**src/hw/rtl/bem_pkg.sv**
```systemverilog
// ----------------------------------------------------------------------------
// bem_pkg: shared constants and types of the bitmap extent marker
// Window geometry, field widths, result codes and the command/status
// bundles that join the controller and the datapath.
// ----------------------------------------------------------------------------
package bem_pkg;

  // Window geometry
  localparam int WINDOW_BYTES  = 512;
  localparam int BLK_PER_WIN   = WINDOW_BYTES * 8;
  localparam int WORD_BITS     = 32;
  localparam int WSHIFT        = $clog2(WORD_BITS);
  localparam int BIT_W         = WSHIFT;
  localparam int WORDS         = (BLK_PER_WIN + WORD_BITS - 1) / WORD_BITS;
  localparam int WIDX_W        = (WORDS > 1) ? $clog2(WORDS) : 1;
  localparam int OFF_W         = $clog2(BLK_PER_WIN + 1);

  // Field widths
  localparam int BLK_W         = 32;
  localparam int WIN_IDX_W     = 20;
  localparam int CNT_W         = 13;
  localparam int TOT_W         = 32;
  localparam int STS_W         = 2;

  // Absolute block arithmetic: holds start+count and (index+1)*window
  localparam int ABS_W = (WIN_IDX_W + OFF_W > BLK_W + 1) ? (WIN_IDX_W + OFF_W) : (BLK_W + 1);

  // Result codes
  localparam logic [STS_W-1:0] ST_MARKED  = 2'd0;
  localparam logic [STS_W-1:0] ST_OUTSIDE = 2'd1;
  localparam logic [STS_W-1:0] ST_OVERLAP = 2'd2;

  // Controller to datapath commands
  typedef struct packed {
    logic capture;   // load a new item
    logic wi_first;  // point the word index at the first covered word
    logic rd;        // read the word at the index and advance
    logic set_pass;  // the read belongs to the set pass
    logic clr_wr;    // write a zero word at the index and advance
    logic finish;    // load the result and update the totals
  } dp_cmd_t;

  // Datapath to controller status
  typedef struct packed {
    logic clr_last;  // index is at the last word of the store
    logic wi_last;   // index is at the last covered word
    logic nonempty;  // clipped extent covers at least one block
    logic hit;       // check pass found a set bit
    logic out_free;  // result register can take a new result
  } dp_sts_t;

endpackage

```
**src/hw/rtl/bem_ctrl.sv**
```systemverilog
// ----------------------------------------------------------------------------
// bem_ctrl: sequencer of the bitmap extent marker
// Runs the clearing pass after reset, then per item the clip wait, the check
// pass if it touches the window, the set pass if no overlap, and the hand-off.
// ----------------------------------------------------------------------------
module bem_ctrl (
  input  logic             clk,
  input  logic             rst,
  input  logic             in_valid,
  output logic             in_stall,
  output bem_pkg::dp_cmd_t cmd,
  input  bem_pkg::dp_sts_t sts
);
  import bem_pkg::*;

  typedef enum logic [3:0] {
    S_CLEAR,
    S_IDLE,
    S_CLIP_A,
    S_CLIP_B,
    S_CLIP_C,
    S_CLIP_D,
    S_DECIDE,
    S_CHK_RUN,
    S_CHK_DRAIN,
    S_SET_START,
    S_SET_RUN,
    S_SET_DRAIN,
    S_DONE
  } state_t;

  state_t state;
  state_t state_next;

  // Hold state
  always_ff @(posedge clk) begin
    if (rst) begin
      state <= S_CLEAR;
    end else begin
      state <= state_next;
    end
  end

  assign in_stall = (state != S_IDLE);

  // Decode commands and next state
  always_comb begin
    state_next = state;
    cmd        = '0;
    case (state)
      S_CLEAR: begin
        cmd.clr_wr = 1'b1;
        if (sts.clr_last) state_next = S_IDLE;
      end
      S_IDLE: begin
        if (in_valid) begin
          cmd.capture = 1'b1;
          state_next  = S_CLIP_A;
        end
      end
      S_CLIP_A: state_next = S_CLIP_B;
      S_CLIP_B: state_next = S_CLIP_C;
      S_CLIP_C: state_next = S_CLIP_D;
      S_CLIP_D: state_next = S_DECIDE;
      S_DECIDE: begin
        if (sts.nonempty) begin
          cmd.wi_first = 1'b1;
          state_next   = S_CHK_RUN;
        end else begin
          state_next = S_DONE;
        end
      end
      S_CHK_RUN: begin
        cmd.rd = 1'b1;
        if (sts.wi_last) state_next = S_CHK_DRAIN;
      end
      S_CHK_DRAIN: state_next = S_SET_START;
      S_SET_START: begin
        if (sts.hit) begin
          state_next = S_DONE;
        end else begin
          cmd.wi_first = 1'b1;
          state_next   = S_SET_RUN;
        end
      end
      S_SET_RUN: begin
        cmd.rd       = 1'b1;
        cmd.set_pass = 1'b1;
        if (sts.wi_last) state_next = S_SET_DRAIN;
      end
      S_SET_DRAIN: state_next = S_DONE;
      S_DONE: begin
        if (sts.out_free) begin
          cmd.finish = 1'b1;
          state_next = S_IDLE;
        end
      end
      default: state_next = S_IDLE;
    endcase
  end

  // The set pass never runs after an overlap
  a_no_set_on_hit: assert property (@(posedge clk) disable iff (rst)
    (state == S_SET_RUN) |-> !sts.hit)
    else $error("set pass after overlap");

  // A result is loaded only when the result register is free
  a_finish_free: assert property (@(posedge clk) disable iff (rst)
    cmd.finish |-> sts.out_free)
    else $error("result loaded over a pending result");

  // Memory passes run only for extents that touch the window
  a_rd_nonempty: assert property (@(posedge clk) disable iff (rst)
    cmd.rd |-> sts.nonempty && !in_stall == 1'b0)
    else $error("memory pass for an empty extent");

endmodule

```
**config.mk**
```make
export PLATFORM = sky130hd
export DESIGN_NAME = bem_ctrl
export DESIGN_NICKNAME = d
export VERILOG_FILES = /design/src/hw/rtl/bem_pkg.sv /design/src/hw/rtl/bem_ctrl.sv
export SDC_FILE = /design/constraint.sdc
export NUM_CORES = 1
export LEC_CHECK = 0
export ABC_CLOCK_PERIOD_IN_PS = 1600
export BUFFER_PORTS_ARGS = -buffer_cell sky130_fd_sc_hd__buf_2
export CAP_MARGIN = 10
export CORE_AREA = 2 2 39 41
export DETAILED_ROUTE_END_ITERATION = 8
export DIE_AREA = 0 0 41 43
export HOLD_SLACK_MARGIN = 0.08
export RECOVER_POWER = 50
export SYNTH_ARGS = -nofsm -noshare
export SYNTH_HDL_FRONTEND = slang
export SYNTH_SLANG_ARGS = --single-unit
```
**constraint.sdc**
```tcl
create_clock -name clk -period 1.6 [get_ports clk]
set_input_delay 0.16 -clock clk [delete_from_list [all_inputs] [get_ports clk]]
set_output_delay 0.16 -clock clk [all_outputs]
set_load 0.1 [all_outputs]
```
==> flow_summary.ini, run 1 <==
[critical_path]
reg2reg_depth = 4
cp_top_family = flip-flops
required_ns = 1.44
critPathArrivalTime_ns = 1.38
crit_path_start = state[2]$_SDFFE_PP0P_
crit_path_cell_trace = buf_4 > nand2b_1 > o22ai_4 > buf_12
endpoint_kind = output port
rrSetupSlack_ns = 0.18
start_kind = register
cpPeakStageDelay_ns = 0.42
crit_type = reg2out
rr_endpoint = state[0]$_SDFFE_PP0P_
regToRegStartpoint = state[0]$_SDFFE_PP0P_
cp_max_fo = 8
slowest_stage = dfxtp_1
critPathBufInv = 2

[floorplanning]
placementRows = 14
initial_core_util_pct = 28.8
die_width_um = 41
core_mm2 = 0.00138
ios = 15
die_h_um = 43
dieArea_mm2 = 0.00176

[sta]
rsz0062_at_grt = false
fin_worst_skew_ns = 0.00362
period_minus_slack_ns = 1.54
layout_setup_ws_ns = 0.0624
period_share_pct = 96.1
hold_viol = 0
tightestPinTransition_ns = 0.431
fmax_mhz = 650
setup_violations = 0
relSlewSlack_pct = 71.3
maxSlewViolCount = 0

[placement]
post-place-ws_ns = 0.0686
place_area_um2 = 641
port_buffers = 14
gp_congestion = 0.793
placedCellCount = 82
post-dp-hpwl_um = 771

[cells_and_area]
design_area_um2 = 659
drive_gt1_share_pct = 47.8
synthToLayoutAreaGrowth_pct = 65.2
diodes = 0
layout.nets = 79
regMostFlops = state
top_regs = state: 4 flops
largest_reg_flops = 4
num-fill-cells = 135
fin_cells = 85

[yosys]
postSynthAreaPerCell_um2 = 7.68
syn_nets = 60
yosys.area.top_type = dfxtp_1
yosysWarnings = 0
ys_async_sr_fraction_pct = 0
yosysMostFrequentCell = a21oi_1
synth_ff_type = dfxtp_1
ys_top_cells_by_count = a21oi_1, dfxtp_1, nor3_1
netlist_area_um2 = 399
yosys.area.top_type_share_pct = 20.1
synthDistinctLibCells = 30
ys_seq_area_share_pct = 20.1
syn_inst = 52
ys_ff_latch = 4
synth_edf_count = 0
synth_area_leaders = dfxtp_1, a21oi_1, nor3_1, o311a_1, nand2b_1

[clock_network]
clock_latency_ns = 0.23
clk_pin_slew_ns = 0.04
ctsHtreeMaxLevel = 1
postCtsSetupRepairBufs = 0
cts_buffer_depth = 2
cts_buffers = 3
clock_sinks = 4
root_buffer = clkbuf_4
cts_tree = done

[grt]
antenna_found_initial = 0
first_global_vias = 429
grt_pass1_wl_mm = 1.65
grt_overflow = 0
grt_max_degree = 15
grt_usage_pct = 14.1

[drt]
post_drt_wl_per_cell_um = 12.0
via_per_inst = 5.11
postRouteAntennaNets = 0
drt_iter0_markers = 5
drc = 0
drt-pass1-iter-count = 4
num_vias = 434
wl_mm = 1.02

[hold_path]
hold_path.class = in2reg
hold_depth = 2
whs_endpoint = state[2]$_SDFFE_PP0P_
hp-start = rst

[power_and_ir_drop]
p_per_area_mw_per_mm2 = 2010
power_leakage_nw = 0.269
irDropWorstVdd_mv = 0.690
totalPowerFinal_w = 0.00133

[job]
drv_cap = 0

[outcome]
outcome = complete, no violations
==> what timing repair did <==
item	CTS	global route
endpoints found under the hold margin	0	0
hold buffers	0	0
gates resized for setup	3	2
setup endpoints to repair	4	2
==> cell families after synthesis <==
logic type,Yosys count,synth area share (%)
buf+inv,7,9.40
flops,4,20.1
compound gates,15,29.2
mux,1,2.82
simple gates,25,38.6
==> where the power goes <==
group          internal, W  switching (W)
logic             0.000381       0.000590
registers         0.000147      0.0000847
clock network    0.0000838      0.0000400
total             0.000612       0.000714
==> routing by layer <==
metal | wire, um | vias up | GRT usage (%)
met4 | 0 | 0 | 8.00
li1 | - | 224 | -
met2 | 557 | 12 | 22.8
met5 | 0 | - | 0
met3 | 48 | 0 | 4.71
met1 | 415 | 198 | 14.9
==> cell type report <==
type	instances	area, um^2	area share, %
tap	16	20.0	3.04
timing repair buffer	18	193	29.2
inverter	3	11.3	1.71
multi-input combinational	41	327	49.5
sequential	4	86.3	13.1
clock buffer	3	22.5	3.42
==> layout by cell type (no fill, tap or decap) <==
master,instances
nor2b_1,1
dfxtp_2,2
o22ai_4,1
nor2_1,3
buf_12,6
or3b_4,1
nand3b_1,1
or2b_1,1
o21ba_4,1
dfxtp_4,1
o31ai_1,1
buf_4,4
buf_2,7
and4bb_4,1
and4b_1,1
clkbuf_4,4
or2_4,1
or2_0,1
dfxtp_1,1
nand2_1,3
nor3_1,2
o311a_1,2
o21bai_1,2
or3_1,1
a21oi_1,5
nor3_4,2
and3_1,1
inv_1,3
mux2_2,1
and2b_1,1
o32ai_2,1
nand2b_1,3
o21ai_0,2
nor3b_1,1
==> how the worst max path moves through the flow <==
stage | end | cells past startpoint
floorplan | cmd[0] | 3
global placement | state[0]$_SDFFE_PP0P_ | 4
detailed placement | state[3]$_SDFFE_PP0P_ | 3
CTS | cmd[0] | 4
global route | cmd[4] | 4
finish | cmd[4] | 4
==> through the flow <==
| step | hold WS (ns) | util, % | TNS, ns |
|---|---|---|---|
| 2_1_floorplan | 0.229 | - | -0.000889 |
| 3_3_place_gp | 0.360 | 46.3 | 0 |
| 3_5_place_dp | 0.356 | 46.3 | 0 |
| 4_1_cts | 0.105 | 48.3 | 0 |
| 5_1_grt | 0.109 | 47.6 | 0 |
| 6_report | 0.114 | 47.6 | 0 |
Note: power is estimated with default switching activity, not from simulation.
==> run 2: changes to the inputs <==
ABC_CLOCK_PERIOD_IN_PS = 1400   (was 1600)
clock period = 1.4 ns   (was 1.6 ns; I/O delays follow)
==> run 2 against run 1 <==
  * The run now ends with setup timing left
  * Clock-buffer cell count is the same
  * Sequential share of layout area shrank 0.69 points
  * Critical path depth shrank 1
  * Wire length grew 9.9%
  * Largest power group unchanged
  * Highest routed layer unchanged
  * Die area is the same
  * Global-route usage grew 0.26 points
  * Worst hold slack lost 0.026 ns
  * Clock power grew 13%
  * Utilization grew 7.8 points
  * Sequential power grew 7%
  * Total power grew 33%
  * Clock skew shrank 0.00083 ns
==> flow_summary.ini, run 2 (synthesized netlist as in run 1, its figures left out) <==
[sta]
period_minus_slack_ns = 1.46
maxSlewViolCount = 0
fin_worst_skew_ns = 0.00279
relSlewSlack_pct = 80.9
setup_violations = 2
rsz0062_at_grt = true
tightestPinTransition_ns = 0.287
setup-tns-final_ns = -0.0998
layout_setup_ws_ns = -0.0649
period_share_pct = 105
fmax_mhz = 683
hold_viol = 0

[placement]
port_buffers = 14
place_area_um2 = 666
post-place-ws_ns = 0.0483
gp_congestion = 0.813
placedCellCount = 84
post-dp-hpwl_um = 808

[cells_and_area]
design_area_um2 = 767
largest_reg_flops = 4
register_area_um2 = 95.1
fin_cells = 93
regMostFlops = state
synthToLayoutAreaGrowth_pct = 92.2
layout.nets = 87
final_cell_mix = buf_4, buf_2, buf_12, a21oi_1, dfxtp_4
drive_gt1_share_pct = 59.7
multi_input_area_um2 = 354
final_common_cell = buf_4
num-fill-cells = 127
top_regs = state: 4 flops
diodes = 0

[power_and_ir_drop]
p_per_area_mw_per_mm2 = 2300
totalPowerFinal_w = 0.00176
irDropWorstVdd_mv = 0.709
power_leakage_nw = 0.324

[clock_network]
cts_tree = done
root_buffer = clkbuf_4
clk_pin_slew_ns = 0.04
cts_buffer_depth = 2
ctsHtreeMaxLevel = 1
clock_latency_ns = 0.23
cts_buffers = 3
clock_sinks = 4

[critical_path]
crit_type = reg2out
rrSetupSlack_ns = 0.05
regToRegStartpoint = state[3]$_SDFFE_PP0P_
critPathArrivalTime_ns = 1.32
slowest_stage = or3b_4
reg2reg_depth = 5
rr_endpoint = state[3]$_SDFFE_PP0P_
start_kind = register
cpPeakStageDelay_ns = 0.40
crit_path_cell_trace = or3b_4 > o22ai_4 > buf_12
required_ns = 1.26
cp_max_fo = 7
endpoint_kind = output port

[grt]
grt_usage_pct = 14.4
grt_max_degree = 9
first_global_vias = 439
grt_pass1_wl_mm = 1.76
antenna_found_initial = 0
grt_overflow = 0

[drt]
wl_mm = 1.12
via_per_inst = 5.10
drc = 0
num_vias = 474
postRouteAntennaNets = 0
drt-pass1-iter-count = 4
post_drt_wl_per_cell_um = 12.1
drt_iter0_markers = 6

[hold_path]
hp-start = rst
hold_path.class = in2reg
hold_depth = 2
whs_endpoint = state[2]$_SDFFE_PP0P_

[floorplanning]
ios = 15
dieArea_mm2 = 0.00176
core_mm2 = 0.00138
die_width_um = 41
initial_core_util_pct = 28.8
placementRows = 14
die_h_um = 43

[job]
drv_cap = 0

[outcome]
violations = setup timing
outcome = finished, violations left
==> run 2: worst max path at each step <==
| stage | start | cells past startpoint | endpoint |
|---|---|---|---|
| after floorplan | state[2]$_SDFFE_PP0P_ | 3 | cmd[0] |
| after global placement | state[0]$_SDFFE_PP0P_ | 4 | state[0]$_SDFFE_PP0P_ |
| after detailed placement | state[0]$_SDFFE_PP0P_ | 4 | state[3]$_SDFFE_PP0P_ |
| after CTS | state[0]$_SDFFE_PP0P_ | 3 | cmd[4] |
| after global routing | state[0]$_SDFFE_PP0P_ | 3 | cmd[4] |
| final | state[0]$_SDFFE_PP0P_ | 3 | cmd[4] |
==> run 2: cell type report <==
class	instances	area share [%]
clock buffer	3	2.94
inverter	3	1.47
multi-input combinational	41	46.2
sequential	4	12.4
tap	16	2.61
timing repair buffer	26	34.4
==> run 2: timing repair <==
action | 4_1_cts | 5_1_grt
buffers inserted | 5 | 1
gates resized for setup | 6 | 6
endpoints found under the setup margin | 5 | 9
hold buffers | 0 | 0
pin swaps | 2 | 3
==> run 2: through the flow <==
stage	util [%]	hold slack (ns)
6_report	55.4	0.0881
5_1_grt	55.4	0.0893
4_1_cts	53.6	0.0831
3_5_place_dp	48.1	0.335
3_3_place_gp	48.1	0.328
2_1_floorplan	-	0.209
==> run 2: worst max-delay path: cells and delay by family, from the launching register on <==
kind                   cells  cell delay (ns)
flip-flops                 1             0.37
AND/OR/NAND/NOR            1             0.40
AO/OA/AOI/OAI              1             0.13
buffers and inverters      1             0.19
==> run 2: report_power, final <==
part	leakage, nW	internal [W]	switching (W)
logic	0.274	0.000614	0.000763
registers	0.0356	0.000179	0.0000689
clock network	0.0138	0.0000956	0.0000444
total	0.324	0.000889	0.000876
==> run 2: layer usage <==
| layer | global-route usage (%) | wire, um | share of wire [%] |
|---|---|---|---|
| met1 | 15.1 | 394 | 35 |
| met2 | 26.3 | 671 | 60 |
| met3 | 3.14 | 55 | 4.9 |
| met4 | 4.00 | 0 | 0 |
| met5 | 0 | 0 | 0 |
